**src/rtl/pfse_pkg.sv**
```systemverilog
// Shared types and constants for the Playfair stream encryptor.
// No dependencies; imported by every module of the block.
package pfse_pkg;

    // Key square geometry
    localparam int SQ_DIM    = 5;
    localparam int CODE_W    = 5;
    localparam int ROW_W     = SQ_DIM * CODE_W;
    localparam int IDX_W     = 3;

    // Configuration register indexes
    localparam logic [IDX_W-1:0] KEY_ROW_0 = 3'd0;
    localparam logic [IDX_W-1:0] KEY_ROW_4 = 3'd4;

    // Letter codes and byte ranges
    localparam logic [CODE_W-1:0] PAD_X     = 5'd23;
    localparam logic [7:0]        UPPER_A   = 8'h41;
    localparam logic [7:0]        UPPER_Z   = 8'h5A;
    localparam logic [7:0]        LOWER_A   = 8'h61;
    localparam logic [7:0]        LOWER_Z   = 8'h7A;

    // Queue sizes (job queue between front and back, result queue at the output)
    localparam int Q_DEPTH = 4;
    localparam int Q_AW    = $clog2(Q_DEPTH);
    localparam int Q_CW    = Q_AW + 1;

    typedef logic [CODE_W-1:0] code_t;
    typedef logic [SQ_DIM-1:0][SQ_DIM-1:0][CODE_W-1:0] square_t;

    // One enciphering job: a letter pair, or an empty end marker
    typedef struct packed {
        code_t a;
        code_t b;
        logic  marker;
        logic  last;
    } job_t;

    // One result word
    typedef struct packed {
        code_t letter;
        logic  valid;
        logic  missing;
        logic  last;
    } result_t;

    // Status the job queue reports to its neighbors
    typedef struct packed {
        logic full;
        logic empty;
    } q_status_t;

    // Reset square: rows MFHIJ, KUNOP, QZVWX, YELAR, GDSTB
    localparam logic [SQ_DIM-1:0][ROW_W-1:0] KEY_RESET = {
        25'd1689702, 25'd17837208, 25'd24860464, 25'd16201354, 25'd9706668
    };

endpackage

```
**src/rtl/pfse_front.sv**
```systemverilog
// Front end: filters and folds message bytes, pairs letters and issues jobs.
// Depends on pfse_pkg.
module pfse_front
    import pfse_pkg::*;
(
    input  logic      clk,
    input  logic      rst_n,
    input  logic      push,
    output logic      full,
    input  logic [7:0] message_byte,
    input  logic      end_of_message,
    input  q_status_t q_status,
    output logic      q_push,
    output job_t      q_job
);

    code_t held_reg, held_next;
    logic  held_present_reg, held_present_next;
    logic  pend_valid_reg;
    job_t  pend_job_reg;

    logic       accept;
    logic       is_letter;
    code_t      code;
    logic [1:0] njobs;
    job_t       job1, job2, eom_job;

    assign full   = pend_valid_reg | q_status.full;
    assign accept = push & ~full;

    // Letter classification and case folding
    always_comb
    begin
        is_letter = 1'b0;
        code      = '0;
        if (message_byte >= UPPER_A && message_byte <= UPPER_Z)
        begin
            is_letter = 1'b1;
            code      = CODE_W'(message_byte - UPPER_A);
        end
        else if (message_byte >= LOWER_A && message_byte <= LOWER_Z)
        begin
            is_letter = 1'b1;
            code      = CODE_W'(message_byte - LOWER_A);
        end
    end

    // Pairing: up to two jobs per byte
    always_comb
    begin
        held_next         = held_reg;
        held_present_next = held_present_reg;
        njobs             = 2'd0;
        job1              = '0;
        job2              = '0;
        eom_job           = '0;
        if (is_letter)
        begin
            if (!held_present_reg)
            begin
                held_next         = code;
                held_present_next = 1'b1;
            end
            else if (held_reg == code)
            begin
                job1  = '{a: held_reg, b: PAD_X, marker: 1'b0, last: 1'b0};
                njobs = 2'd1;
            end
            else
            begin
                job1              = '{a: held_reg, b: code, marker: 1'b0, last: 1'b0};
                njobs             = 2'd1;
                held_next         = '0;
                held_present_next = 1'b0;
            end
        end
        if (end_of_message)
        begin
            if (held_present_next)
            begin
                eom_job = '{a: held_next, b: PAD_X, marker: 1'b0, last: 1'b1};
                if (njobs == 2'd0)
                    job1 = eom_job;
                else
                    job2 = eom_job;
                njobs             = njobs + 2'd1;
                held_next         = '0;
                held_present_next = 1'b0;
            end
            else if (njobs == 2'd0)
            begin
                job1  = '{a: '0, b: '0, marker: 1'b1, last: 1'b1};
                njobs = 2'd1;
            end
            else
            begin
                job1.last = 1'b1;
            end
        end
    end

    // Queue write: a pending second job goes first
    always_comb
    begin
        if (pend_valid_reg)
        begin
            q_push = ~q_status.full;
            q_job  = pend_job_reg;
        end
        else
        begin
            q_push = accept & (njobs != 2'd0);
            q_job  = job1;
        end
    end

    always_ff @(posedge clk or negedge rst_n)
    begin
        if (!rst_n)
        begin
            held_reg         <= '0;
            held_present_reg <= 1'b0;
            pend_valid_reg   <= 1'b0;
        end
        else
        begin
            if (accept)
            begin
                held_reg         <= held_next;
                held_present_reg <= held_present_next;
                pend_valid_reg   <= (njobs == 2'd2);
            end
            else if (pend_valid_reg && !q_status.full)
            begin
                pend_valid_reg <= 1'b0;
            end
        end
    end

    // Second job payload
    always_ff @(posedge clk)
    begin
        if (accept)
            pend_job_reg <= job2;
    end

endmodule

```
**src/rtl/pfse_job_queue.sv**
```systemverilog
// Short job queue between front and back ends.
// Depends on pfse_pkg.
module pfse_job_queue
    import pfse_pkg::*;
(
    input  logic      clk,
    input  logic      rst_n,
    input  logic      wr_en,
    input  job_t      wr_job,
    input  logic      rd_en,
    output job_t      rd_job,
    output q_status_t status
);

    job_t              mem [Q_DEPTH];
    logic [Q_AW-1:0]   wr_ptr_reg, rd_ptr_reg;
    logic [Q_CW-1:0]   cnt_reg;
    logic              do_wr, do_rd;

    assign status.full  = (cnt_reg == Q_CW'(Q_DEPTH));
    assign status.empty = (cnt_reg == '0);
    assign do_wr        = wr_en & ~status.full;
    assign do_rd        = rd_en & ~status.empty;
    assign rd_job       = mem[rd_ptr_reg];

    always_ff @(posedge clk or negedge rst_n)
    begin
        if (!rst_n)
        begin
            wr_ptr_reg <= '0;
            rd_ptr_reg <= '0;
            cnt_reg    <= '0;
        end
        else
        begin
            if (do_wr)
                wr_ptr_reg <= wr_ptr_reg + 1'b1;
            if (do_rd)
                rd_ptr_reg <= rd_ptr_reg + 1'b1;
            cnt_reg <= cnt_reg + Q_CW'(do_wr) - Q_CW'(do_rd);
        end
    end

    always_ff @(posedge clk)
    begin
        if (do_wr)
            mem[wr_ptr_reg] <= wr_job;
    end

endmodule

```
**src/rtl/pfse_back.sv**
```systemverilog
// Back end: looks up each pair in the key square and emits one cipher word
// per cycle into a small result queue while not full. Depends on pfse_pkg.
module pfse_back
    import pfse_pkg::*;
(
    input  logic      clk,
    input  logic      rst_n,
    input  square_t   square,
    input  q_status_t q_status,
    input  job_t      q_job,
    output logic      q_pop,
    output logic      empty,
    input  logic      pop,
    output result_t   result
);

    job_t            job_reg;
    logic            busy_reg;
    logic            phase_reg;
    result_t         oq_mem [Q_DEPTH];
    logic [Q_AW-1:0] oq_wr_reg, oq_rd_reg;
    logic [Q_CW-1:0] oq_cnt_reg;

    logic            f1, f2;
    logic [IDX_W-1:0] r1, c1, r2, c2;
    code_t           e1, e2;
    result_t         word;
    logic            emit, final_emit, load, do_pop;

    function automatic logic [IDX_W-1:0] wrap_inc(input logic [IDX_W-1:0] x);
        return (x == IDX_W'(SQ_DIM - 1)) ? '0 : x + 1'b1;
    endfunction

    // Locate both letters; first match in row-major order wins
    always_comb
    begin
        f1 = 1'b0; r1 = '0; c1 = '0;
        f2 = 1'b0; r2 = '0; c2 = '0;
        for (int r = SQ_DIM - 1; r >= 0; r--)
        begin
            for (int c = SQ_DIM - 1; c >= 0; c--)
            begin
                if (square[r][c] == job_reg.a)
                begin
                    f1 = 1'b1; r1 = IDX_W'(r); c1 = IDX_W'(c);
                end
                if (square[r][c] == job_reg.b)
                begin
                    f2 = 1'b1; r2 = IDX_W'(r); c2 = IDX_W'(c);
                end
            end
        end
    end

    // Playfair rules: same row, same column, rectangle
    always_comb
    begin
        if (r1 == r2)
        begin
            e1 = square[r1][wrap_inc(c1)];
            e2 = square[r2][wrap_inc(c2)];
        end
        else if (c1 == c2)
        begin
            e1 = square[wrap_inc(r1)][c1];
            e2 = square[wrap_inc(r2)][c2];
        end
        else
        begin
            e1 = square[r1][c2];
            e2 = square[r2][c1];
        end
    end

    // Word for the current phase
    always_comb
    begin
        if (job_reg.marker)
            word = '{letter: '0, valid: 1'b0, missing: 1'b0, last: 1'b1};
        else if (!(f1 && f2))
            word = '{letter: '0, valid: 1'b1, missing: 1'b1,
                     last: job_reg.last & phase_reg};
        else
            word = '{letter: phase_reg ? e2 : e1, valid: 1'b1, missing: 1'b0,
                     last: job_reg.last & phase_reg};
    end

    assign emit       = busy_reg & (oq_cnt_reg != Q_CW'(Q_DEPTH));
    assign final_emit = emit & (job_reg.marker | phase_reg);
    assign load       = ~busy_reg | final_emit;
    assign q_pop      = load & ~q_status.empty;

    assign empty  = (oq_cnt_reg == '0);
    assign do_pop = pop & ~empty;
    assign result = oq_mem[oq_rd_reg];

    // Job sequencing
    always_ff @(posedge clk or negedge rst_n)
    begin
        if (!rst_n)
        begin
            busy_reg  <= 1'b0;
            phase_reg <= 1'b0;
        end
        else
        begin
            if (load)
            begin
                busy_reg  <= ~q_status.empty;
                phase_reg <= 1'b0;
            end
            else if (emit)
            begin
                phase_reg <= 1'b1;
            end
        end
    end

    always_ff @(posedge clk)
    begin
        if (q_pop)
            job_reg <= q_job;
    end

    // Result queue pointers
    always_ff @(posedge clk or negedge rst_n)
    begin
        if (!rst_n)
        begin
            oq_wr_reg  <= '0;
            oq_rd_reg  <= '0;
            oq_cnt_reg <= '0;
        end
        else
        begin
            if (emit)
                oq_wr_reg <= oq_wr_reg + 1'b1;
            if (do_pop)
                oq_rd_reg <= oq_rd_reg + 1'b1;
            oq_cnt_reg <= oq_cnt_reg + Q_CW'(emit) - Q_CW'(do_pop);
        end
    end

    always_ff @(posedge clk)
    begin
        if (emit)
            oq_mem[oq_wr_reg] <= word;
    end

endmodule

```
**src/rtl/playfair_stream_encryptor.sv**
```systemverilog
// Path: the first cipher word of a byte goes through the job queue and the back
// end's job register into the result queue. Throughput: one byte per cycle
// while the job queue has room, with a stall after a byte that gives two pairs
// until its second job is written; one result word per cycle while the result
// queue has room, set by the single lookup unit in the back end.
// Reset: key square returns to its default, no letter held, both queues empty.
module playfair_stream_encryptor
    import pfse_pkg::*;
(
    input  logic              clk,
    input  logic              rst_n,
    input  logic              push,
    output logic              full,
    input  logic [7:0]        message_byte,
    input  logic              end_of_message,
    output logic              empty,
    input  logic              pop,
    output logic [CODE_W-1:0] cipher_letter,
    output logic              letter_valid,
    output logic              not_in_square,
    output logic              last_of_message,
    input  logic              cfg_wr_en,
    input  logic [IDX_W-1:0]  cfg_index,
    input  logic [ROW_W-1:0]  cfg_wdata
);

    logic [SQ_DIM-1:0][ROW_W-1:0] key_row_reg;
    square_t   square;
    q_status_t q_status;
    logic      q_push, q_pop;
    job_t      push_job, pop_job;
    result_t   result;

    // Key square registers
    always_ff @(posedge clk or negedge rst_n)
    begin
        if (!rst_n)
            key_row_reg <= KEY_RESET;
        else if (cfg_wr_en && cfg_index >= KEY_ROW_0 && cfg_index <= KEY_ROW_4)
            key_row_reg[cfg_index] <= cfg_wdata;
    end

    assign square = square_t'(key_row_reg);

    pfse_front u_front (
        .clk            (clk),
        .rst_n          (rst_n),
        .push           (push),
        .full           (full),
        .message_byte   (message_byte),
        .end_of_message (end_of_message),
        .q_status       (q_status),
        .q_push         (q_push),
        .q_job          (push_job)
    );

    pfse_job_queue u_queue (
        .clk    (clk),
        .rst_n  (rst_n),
        .wr_en  (q_push),
        .wr_job (push_job),
        .rd_en  (q_pop),
        .rd_job (pop_job),
        .status (q_status)
    );

    pfse_back u_back (
        .clk      (clk),
        .rst_n    (rst_n),
        .square   (square),
        .q_status (q_status),
        .q_job    (pop_job),
        .q_pop    (q_pop),
        .empty    (empty),
        .pop      (pop),
        .result   (result)
    );

    assign cipher_letter   = result.letter;
    assign letter_valid    = result.valid;
    assign not_in_square   = result.missing;
    assign last_of_message = result.last;

endmodule

```
**config.mk**
```make
export PLATFORM = sky130hd
export DESIGN_NAME = playfair_stream_encryptor
export DESIGN_NICKNAME = d
export VERILOG_FILES = /design/src/rtl/pfse_pkg.sv /design/src/rtl/pfse_front.sv /design/src/rtl/pfse_job_queue.sv /design/src/rtl/pfse_back.sv /design/src/rtl/playfair_stream_encryptor.sv
export SDC_FILE = /design/constraint.sdc
export NUM_CORES = 1
export LEC_CHECK = 0
export ABC_AREA = 1
export BUFFER_PORTS_ARGS = -buffer_cell sky130_fd_sc_hd__clkbuf_2
export CORE_MARGIN = 3
export CORE_UTILIZATION = 45
export DETAILED_ROUTE_END_ITERATION = 10
export PLACE_DENSITY = 0.67
export SYNTH_ARGS = -nofsm -noshare
export SYNTH_HDL_FRONTEND = slang
export SYNTH_SLANG_ARGS = --single-unit
```
**constraint.sdc**
```tcl
create_clock -name clk -period 11.6 [get_ports clk]
set_input_delay 1.74 -clock clk [delete_from_list [all_inputs] [get_ports clk]]
set_output_delay 1.74 -clock clk [all_outputs]
set_load 0.02 [all_outputs]
```
Yosys cells after proc, flatten, opt, wreduce, memory -nomap -nowiden
Memory sizes are Yosys's and may differ from the RTL's. A register that Yosys moved wholly into a read port is not among the register bits.
Index checks and enable logic that the tools add are counted.
{ "op_classes": {"div": 0, "shifts": 0, "n_reduce_logical": 16, "eq_ne": 60, "n_mul": 0, "addsub": 15, "bitwise_logic": 19, "magnitude_cmp": 16, "mux": 218} }
{ "op_table": {"columns": ["cell", "count"], "rows": [
  ["3-bit two-way mux", 102],
  ["25-bit binary-select mux with 3-bit select", 4],
  ["5-bit == test", 51],
  ["125-bit bitwise mux", 1],
  ["25-bit two-way mux", 5],
  ["5-bit binary-select mux with 3-bit select", 6],
  ["5-bit two-way mux", 18],
  ["25-bit demux with 3-bit select", 1],
  ["12-bit two-way mux", 6],
  ["1-bit two-way mux", 66],
  ["3-bit by 4-bit less-than comparator with 1-bit output (second input constant)", 9],
  ["8-bit by 7-bit greater-or-equal comparator with 1-bit output (second input constant)", 2],
  ["8-bit by 7-bit <= comparator with 1-bit output (second input constant)", 2],
  ["8-bit two-way mux", 2],
  ["3-bit == test (second input constant)", 5],
  ["7-bit two-way mux", 2],
  ["3-bit by 1-bit adder with 3-bit output (second input constant)", 4],
  ["11-bit two-way mux", 1],
  ["2-bit by 1-bit adder with 2-bit output (second input constant)", 5],
  ["5-bit by 1-bit subtractor with 5-bit output (second input constant)", 2],
  ["1-bit bitwise AND", 9],
  ["2-bit two-way mux", 4],
  ["1-bit logical AND", 7],
  ["1-bit NOT", 7],
  ["14 further kinds", 23]
]} }
{ "word_totals": {"n_memories": 2, "inputBits": 42, "mem_bits_ro": 0, "wordCells": 366, "latch_bits": 0, "register_bits": 160, "out_inout_bits": 10, "ramBits": 80} }
{ "memory_table": {"columns": ["name", "words", "width", "read_ports", "rd_ports_with_merged_regs", "write_ports", "line_no", "rtl"], "rows": [
  ["u_queue.mem", 4, 12, 1, 1, 1, "pfse_job_queue.sv:15", "job_t mem [Q_DEPTH];"],
  ["u_back.oq_mem", 4, 8, 1, 0, 1, "pfse_back.sv:20", "result_t oq_mem [Q_DEPTH];"]
]} }

Depth between registers and ports, before layout
Gate-level depths: netlist of run 1.
{ "depth": {"word_depth": 37, "depth_mapped": 38, "ltp_nobuf": 36} }

Hierarchy
A second synthesis of run 1 with hierarchy kept.
{ "hier_totals": {"hier_cells": 3204, "area_unflattened_um2": 21669.5} }
{ "by_module_without_submodules": {"columns": ["mod", "area_per_inst_um2", "cells_per_inst", "instances", "seq_area_each_um2"], "rows": [
  ["pfse_back", 12927.4, 2250, 1, 1546.5],
  ["playfair_stream_encryptor", 5037.3, 548, 1, 3198.1],
  ["pfse_job_queue", 2333.5, 210, 1, 1616.6],
  ["pfse_front", 1371.3, 196, 1, 355.3]
]} }

Worst setup path before layout of run 1
OpenSTA, ideal clock, no wires.
{ "synth_timing": {"path_type": "input-to-reg", "from": "in message_byte[0]", "to": "mem u_queue.mem[0][0] in the netlist's numbering, enable pin", "setup_slack_ns": 7.337, "path_stages": 12, "path_buffers": 1, "t_required_ns": 11.220, "setup_ns": 0.380, "t_arrival_ns": 3.883, "cell_sequence": "inv_1 ha_1 nand2_1 o311ai_0 inv_1 nand2_1 buf_2 nor2_1 o21ai_0 a21oi_1 inv_1 nor2_1"} }
{ "synth_via": {"elab_chain_cells": 16, "word_cells_on_any_way": 28, "classes_between": "add/sub: 3; order compare: 4; eq/ne: 1; mux: 14; bitwise: 2; reduce/logical: 4"} }
{ "synth_lines": {"columns": ["element", "line_no", "rtl"], "rows": [
  ["start, declared", "playfair_stream_encryptor.sv:14", "input logic [7:0] message_byte,"],
  ["8-bit by 7-bit greater-or-equal comparator with 1-bit output or 8-bit by 7-bit <= comparator with 1-bit output (tied branches)", "pfse_front.sv:41", "else if (message_byte >= LOWER_A && message_byte <= LOWER_Z)"],
  ["1-bit logical AND", "pfse_front.sv:41", null],
  ["5-bit two-way mux", "pfse_front.sv:41", null],
  ["5-bit two-way mux", "pfse_front.sv:36", "if (message_byte >= UPPER_A && message_byte <= UPPER_Z)"],
  ["5-bit == test", "pfse_front.sv:64", "else if (held_reg == code)"],
  ["1-bit two-way mux", "pfse_front.sv:64", null],
  ["1-bit two-way mux", "pfse_front.sv:59", "if (!held_present_reg)"],
  ["1-bit two-way mux", "pfse_front.sv:57", "if (is_letter)"],
  ["2-bit two-way mux", "pfse_front.sv:79", "if (held_present_next)"],
  ["2-bit two-way mux (*)", "pfse_front.sv:77", "if (end_of_message)"],
  ["2-bit nonzero test (*)", "pfse_front.sv:112", "q_push = accept & (njobs != 2'd0);"],
  ["1-bit bitwise AND (*)", "pfse_front.sv:112", null],
  ["1-bit two-way mux (*)", "pfse_front.sv:105", "if (pend_valid_reg)"],
  ["1-bit bitwise AND (*)", "pfse_job_queue.sv:22", "assign do_wr = wr_en & ~status.full;"],
  ["net u_queue.do_wr", "pfse_job_queue.sv:18", "logic do_wr, do_rd;"],
  ["1-bit two-way mux (*)", "pfse_job_queue.sv:46", "if (do_wr)"],
  ["1-bit two-way mux (not written as such) (*)", "pfse_job_queue.sv:47", "mem[wr_ptr_reg] <= wr_job;"],
  ["end, declared", "pfse_job_queue.sv:15", null]
]} }
Mark *: on every way through the listed nets, which the timed path passes. The rest lies on a longest branch.

==> results of run 1 <==
-- area by class of cell --
cell class | count | area, um2
timing repair buffer | 89 | 546.8
inverter | 269 | 1015
fill | 4732 | 23650
clock buffer | 35 | 767.0
sequential | 246 | 6716
multi-input combinational | 2313 | 11800
tap | 600 | 750.7
clock inverter | 17 | 235.2
-- routing by layer --
| metal | up-vias | global-route usage |
|---|---|---|
| met5 | - | 0 |
| met4 | 0 | 0.1493 |
| met3 | 280 | 0.1165 |
| met2 | 1495 | 0.5397 |
| met1 | 10320 | 0.5345 |
| li1 | 9840 | - |
-- cells by family (layout without fill, tap and decap cells) --
logic type	after synthesis	after routing
buffers and inverters	508	410
xor gates and xnor gates	185	185
DFF	246	246
adders and majority gates	25	25
and+or+nand+nor	1447	1447
AOI/OAI and AO/OA	656	656
-- synth_stat cells, types with 7 or more instances --
cell type | number | area (um2)
sky130_fd_sc_hd__buf_1 | 18 | 67.56
sky130_fd_sc_hd__nor3_1 | 67 | 335.3
sky130_fd_sc_hd__inv_2 | 11 | 41.29
sky130_fd_sc_hd__nand3_1 | 178 | 890.9
sky130_fd_sc_hd__o221ai_1 | 22 | 192.7
sky130_fd_sc_hd__o21ai_0 | 322 | 1612
sky130_fd_sc_hd__nor2_2 | 7 | 43.79
sky130_fd_sc_hd__xor2_1 | 94 | 823.3
sky130_fd_sc_hd__nand2_2 | 16 | 100.1
sky130_fd_sc_hd__o22ai_1 | 38 | 237.7
sky130_fd_sc_hd__buf_6 | 21 | 236.5
sky130_fd_sc_hd__nand2_1 | 867 | 3254
sky130_fd_sc_hd__nor4_1 | 10 | 62.56
sky130_fd_sc_hd__edfxtp_1 | 98 | 2943
sky130_fd_sc_hd__a31oi_1 | 12 | 75.07
sky130_fd_sc_hd__buf_4 | 35 | 262.8
sky130_fd_sc_hd__o211ai_1 | 22 | 165.2
sky130_fd_sc_hd__dfstp_2 | 56 | 1471
sky130_fd_sc_hd__buf_2 | 58 | 290.3
sky130_fd_sc_hd__o21ai_1 | 47 | 235.2
sky130_fd_sc_hd__clkbuf_1 | 104 | 390.4
sky130_fd_sc_hd__nor2_1 | 248 | 930.9
sky130_fd_sc_hd__inv_1 | 254 | 953.4
sky130_fd_sc_hd__a211oi_1 | 23 | 172.7
sky130_fd_sc_hd__o31ai_1 | 24 | 180.2
sky130_fd_sc_hd__a21oi_1 | 117 | 585.6
sky130_fd_sc_hd__xnor2_1 | 91 | 797.0
sky130_fd_sc_hd__nand4_1 | 25 | 156.4
sky130_fd_sc_hd__dfrtp_1 | 92 | 2302
sky130_fd_sc_hd__nand3b_1 | 7 | 52.55
sky130_fd_sc_hd__ha_1 | 23 | 287.8
-- worst max-delay path by stage --
stage | slack, ns | cells past startpoint | to | startpoint
after floorplan | 7.34 | 12 | u_queue.mem[0][0]$_DFFE_PP_ | message_byte[0]
after global routing | 4.78 | 29 | u_back.oq_mem[3][3]$_DFFE_PP_ | u_back.job_reg[7]$_DFFE_PP_
after global placement | 5.22 | 28 | u_back.oq_mem[0][4]$_DFFE_PP_ | u_back.job_reg[9]$_DFFE_PP_
after detailed placement | 5.27 | 29 | u_back.oq_mem[2][4]$_DFFE_PP_ | u_back.job_reg[9]$_DFFE_PP_
after CTS | 5.22 | 29 | u_back.oq_mem[1][4]$_DFFE_PP_ | u_back.job_reg[7]$_DFFE_PP_
final | 4.96 | 28 | u_back.oq_mem[1][4]$_DFFE_PP_ | u_back.job_reg[7]$_DFFE_PP_
-- per-stage QoR --
stage               instance area (um2)  hold slack [ns]
floorplan                         20760           0.4848
global placement                  20830           0.5083
detailed placement                20830           0.5258
CTS                               21830           0.5367
global route                      21830           0.5513
finish                            21830           0.5330
==> summary.md, run 1 <==
| Metric | Value |
|---|---|
| Run status | `finished, final reports clean` |
| Aggregate global-route resource usage | `0.3785` |
| TritonCTS clock tree | `built` |
| Routed wl met2 | `38,060 um` |
| Final clock period utilization by the worst path | `0.5723` |
| Total routed wire length on the met1 layer | `38,680 um` |
| Width of the die | `220.8 um` |
| Required time of the critical path | `11.92 ns` |
| I/O pin total | `52` |
| Non-filler cells, final | `3,569` |
| Number of vias after detailed routing | `21.94k` |
| Endpoints failing setup | `0` |
| H-Tree Depth | `1` |
| DRT Wirelength | `93,780 um` |
| Netlist area before placement | `0.02076 mm2` |
| Path class of the lowest-slack min-delay path | `register to register` |
| CTS Buf Count | `28` |
| Asr flop ratio synth | `0.6016` |
| Crit start category | `register` |
| Highest routed layer | `met4` |
| Net count reported at finish | `3,014` |
| Post-Syn Instances | `3,067` |
| GR Overflow Total | `0` |
| Root Buffer | `sky130_fd_sc_hd__clkbuf_16` |
| Worst setup slack after layout | `4.961 ns` |
| # port buffers | `51` |
| Worst-case clock skew | `0.02353 ns` |
| Rel. slew slack | `0.1634` |
| Resized Gates After CTS | `0` |
| Die outline height | `220.8 um` |
| Clock transition at path regs | `0.06 ns` |
| Synthesized-area fraction occupied by ao, oa, aoi and oai cells | `0.1811` |
| Detailed-placement wirelength estimate | `67,230 um` |
| Via count of the first global-routing pass | `19.99k` |
| EDFF count, synth | `98` |
| Dominant delay contributor by cell family on the critical path | `simple AND/OR/NAND/NOR gates` |
| Number of antenna violations at the first check in global routing | `1` |
| DRC violation count after routing | `0` |
| Reg2reg setup slack | `4.96 ns` |
| Achievable clock frequency | `150.6 MHz` |
| Top_reg_cell synth | `sky130_fd_sc_hd__edfxtp_1` |
| Path depth of the worst reg2reg path | `28` |
| Yosys warnings | `0` |
| Placement Setup Slack | `5.267 ns` |
| Number of distinct library cell variants in the gate-level netlist after synthesis | `62` |
| Number of instances in the placed design | `3,517` |
| Worst Tran Pin Value | `1.254 ns` |
| Gp weighted congestion | `1.093` |
| Final count of pins violating max slew | `0` |
| Starting DRC count in detailed routing | `3,150` |
| Number of post-CTS setup repair buffers | `0` |
| Antenna diode instance count | `0` |
| Worst Hold Endpoint | `u_queue.wr_ptr_reg[0]$_DFFE_PN0P_` |
| Mean instance size in the synthesized netlist | `6.768 um2` |
| Simple-gate area share of the yosys netlist | `0.2918` |
| Clock latency at the later pin of the worst-skew pair | `0.59 ns` |
| Area share of fa/ha/maj cells after synthesis | `0.01579` |
| Launching point of the worst reg2reg path | `u_back.job_reg[7]$_DFFE_PP_` |
| Commonest cells after routing, fill and taps aside | `866 x sky130_fd_sc_hd__nand2_1, 322 x sky130_fd_sc_hd__o21ai_0, 251 x sky130_fd_sc_hd__inv_1` |
| Final critical-path required period | `6.639 ns` |
| Proportion of synthesized chip area in sequential cells | `0.3235` |
| Combined buffer and inverter count along the critical path | `5` |
| Ratio of routed vias to standard cells | `6.147` |
| Number of stages on the worst hold path | `1` |
| Routed Antenna Nets | `0` |
| Starting utilization of the core area | `0.4564` |
| Clock sink total | `246` |
| Max Cap Violations | `0` |
| Slowest cell delay on critical path | `0.98 ns` |
| Final number of hold-violating endpoints | `0` |
| Maximum number of buffers from clock root to sink | `3` |
| Share of the synthesized netlist area taken by xor and xnor gates | `0.07805` |
| Setup TNS | `0 ns` |
| Reg-to-Reg End | `u_back.oq_mem[1][4]$_DFFE_PP_` |
| Max stage delay cell, worst path | `sky130_fd_sc_hd__nor2_2` |
| Router iterations before antenna repair | `6` |
| Register bit count reported by yosys | `246` |
| Worst-path fanout max | `36` |
| Area added between synthesis and finish | `5.159%` |
| Area of the core region | `0.04548 mm2` |
| Fraction of synthesized area in multiplexers | `0` |
| Number of cell rows | `78` |
| Library cell appearing most often on the critical path | `sky130_fd_sc_hd__nand2_1` |
| Setup repair after global routing missed its margin | `false` |
| Average routed wire per standard cell | `26.27 um` |
| Most common library cell in the layout ignoring fill and taps | `sky130_fd_sc_hd__nand2_1` |
| Type of the worst setup path | `register to register` |
| First-pass GRT wire length | `135,900 um` |
| Worst EP arrival | `6.96 ns` |
| Largest family of logic cells by synthesized area | `simple AND/OR/NAND/NOR gates` |
| Flip-flop count of the largest register after layout | `125` |
| Die footprint | `0.04874 mm2` |
| Total met3 wirelength after detailed routing | `12,670 um` |
| Final core utilization | `0.4800` |
| Fraction of layout cells with a size suffix above 1 | `0.08858` |
| Net count after synthesis | `3,134` |
| Maximum number of pins on one net before global-route repair | `92` |
| Worst hold path startpoint | `u_queue.wr_ptr_reg[0]$_DFFE_PN0P_` |
| # hold bufs at CTS | `0` |
| Type of destination of the critical path | `register` |
Power of run 1 is left out: the tool's default activity adds up to more than one toggle a clock period on the data nets, which glitch-free logic cannot reach.
==> inputs of run 2 (changes only) <==
==> constraint.sdc (replaced) <==
create_clock -name clk -period 6.5 [get_ports clk]
set_input_delay 0.975 -clock clk [delete_from_list [all_inputs] [get_ports clk]]
set_output_delay 0.975 -clock clk [all_outputs]
set_load 0.02 [all_outputs]
==> run 2 against run 1 <==
  * Critical path depth grew 1
  * Utilization grew 0.36 points
  * Sequential cell count is the same
  * Sequential share of layout area shrank 0.23 points
  * Worst setup slack lost 4.2 ns
  * Global-route usage shrank 1.8 points
  * Count of clock-buffer cells in the layout grew 3
  * Final area grew 0.75%
  * Routed wire length shrank 5.6%
  * Via count shrank 0.71%
  * Cell count grew 0.67%
  * Highest routed layer is now met5
==> summary.md, run 2 (synthesis results as in run 1) <==
| Metric | Value |
|---|---|
| Number of vias after detailed routing | `21.78k` |
| Max Cap Violations | `0` |
| Number of cell rows | `78` |
| Average routed wire per standard cell | `24.64 um` |
| DRC violation count after routing | `0` |
| Clock latency at the later pin of the worst-skew pair | `0.59 ns` |
| Clock sink total | `246` |
| Worst-path fanout max | `50` |
| Area of the core region | `0.04548 mm2` |
| I/O pin total | `52` |
| Launching point of the worst reg2reg path | `u_back.job_reg[9]$_DFFE_PP_` |
| Total of fill cells in the finished design | `4,662` |
| Setup TNS | `0 ns` |
| Placement Setup Slack | `0.9631 ns` |
| Setup repair after global routing missed its margin | `false` |
| Rel. slew slack | `0.1865` |
| Most common library cell in the layout ignoring fill and taps | `sky130_fd_sc_hd__nand2_1` |
| Achievable clock frequency | `173.9 MHz` |
| Ratio of routed vias to standard cells | `6.062` |
| Final core utilization | `0.4836` |
| Number of antenna violations at the first check in global routing | `2` |
| Die footprint | `0.04874 mm2` |
| Detailed-placement wirelength estimate | `64,340 um` |
| Gp weighted congestion | `1.088` |
| Antenna diode instance count | `0` |
| Root Buffer | `sky130_fd_sc_hd__clkbuf_16` |
| Final count of pins violating max slew | `0` |
| H-Tree Depth | `1` |
| Die outline height | `220.8 um` |
| Slowest cell delay on critical path | `0.96 ns` |
| Routed Antenna Nets | `0` |
| Worst hold margin | `0.3887 ns` |
| Run status | `finished, final reports clean` |
| Resized Gates After CTS | `0` |
| Area added between synthesis and finish | `5.949%` |
| Worst Setup SP | `u_back.job_reg[9]$_DFFE_PP_` |
| Router iterations before antenna repair | `7` |
| Library cell appearing most often on the critical path | `sky130_fd_sc_hd__nand2_1` |
| Final critical-path required period | `5.752 ns` |
| Maximum number of buffers from clock root to sink | `3` |
| Worst-case clock skew | `0.01968 ns` |
| Clock transition at path regs | `0.06 ns` |
| Final clock period utilization by the worst path | `0.8849` |
| CTS Buf Count | `27` |
| Net count reported at finish | `3,039` |
| # hold bufs at CTS | `0` |
| Commonest cells after routing, fill and taps aside | `866 x sky130_fd_sc_hd__nand2_1, 322 x sky130_fd_sc_hd__o21ai_0, 254 x sky130_fd_sc_hd__inv_1` |
| Starting DRC count in detailed routing | `2,871` |
| Worst Tran Pin Value | `1.216 ns` |
| Crit start category | `register` |
| Worst EP arrival | `6.12 ns` |
| Width of the die | `220.8 um` |
| Type of the worst setup path | `register to register` |
| Required time of the critical path | `6.87 ns` |
| Endpoints failing setup | `0` |
| Via count of the first global-routing pass | `19.93k` |
| Fraction of layout cells with a size suffix above 1 | `0.09355` |
| Aggregate global-route resource usage | `0.3609` |
| Maximum number of pins on one net before global-route repair | `77` |
| Max stage delay cell, worst path | `sky130_fd_sc_hd__edfxtp_1` |
| DRT Wirelength | `88,550 um` |
| Final number of hold-violating endpoints | `0` |
| Number of post-CTS setup repair buffers | `0` |
| Type of destination of the critical path | `register` |
| First-pass GRT wire length | `131,000 um` |
| Path class of the lowest-slack min-delay path | `primary input to asynchronous set/reset pin` |
| TritonCTS clock tree | `built` |
| Flip-flop count of the largest register after layout | `125` |
| Worst setup slack after layout | `0.7482 ns` |
| GR Overflow Total | `0` |
| Starting utilization of the core area | `0.4564` |
| # port buffers | `51` |
## run 2: final timing paths
path / end / slack, ns / cells past startpoint
setup / recovery: u_back.oq_mem[1][7]$_DFFE_PP_ / 0.75 / 29
hold / removal: u_back.oq_cnt_reg[1]$_DFF_PN0_ / 0.39 / 1
setup reg to reg: u_back.oq_mem[1][7]$_DFFE_PP_ / 0.75 / 29
hold reg to reg: key_row_reg[46]$_DFFE_PN1P_ / 0.52 / 2
max in group asynchronous: key_row_reg[80]$_DFFE_PN0P_ / 4.64 / 2
min in group clk: key_row_reg[46]$_DFFE_PN1P_ / 0.52 / 2
## run 2: layout make-up
type,instances,area (um2),share of cell area
flip-flops and latches,246,6716,0.3054
well taps,600,750.7,0.03413
repair buffers,115,804.5,0.03658
clock buffers,38,767.0,0.03487
multi-input cells,2313,11780,0.5358
clock inverters,12,156.4,0.007111
inverters,269,1015,0.04614
## run 2: metrics by stage
| step | instance area, um2 | instances |
|---|---|---|
| 2_1_floorplan | 20760 | 3067 |
| 3_3_place_gp | 21070 | 3543 |
| 3_5_place_dp | 21070 | 3543 |
| 4_1_cts | 21990 | 3593 |
| 5_1_grt | 21990 | 3593 |
| 6_report | 21990 | 3593 |
## run 2: layer usage
metal  vias up  wire length (um)  part of all wire  track usage
li1       9892                 -                 -            -
met1     10280             37690              0.43       0.5158
met2      1344             35580              0.40       0.5107
met3       267             11090              0.13       0.1038
met4         2              4169             0.047       0.1461
met5         -                11           0.00012            0
## run 2: critical path, delay by kind of cell (launching register included)
kind / cells / cell delay (ns)
AND/OR/NAND/NOR: 26 / 3.44
flip-flops: 1 / 0.96
buffers and inverters: 2 / 0.82
AO/OA/AOI/OAI: 1 / 0.23
Power of run 2 is left out for the same reason.
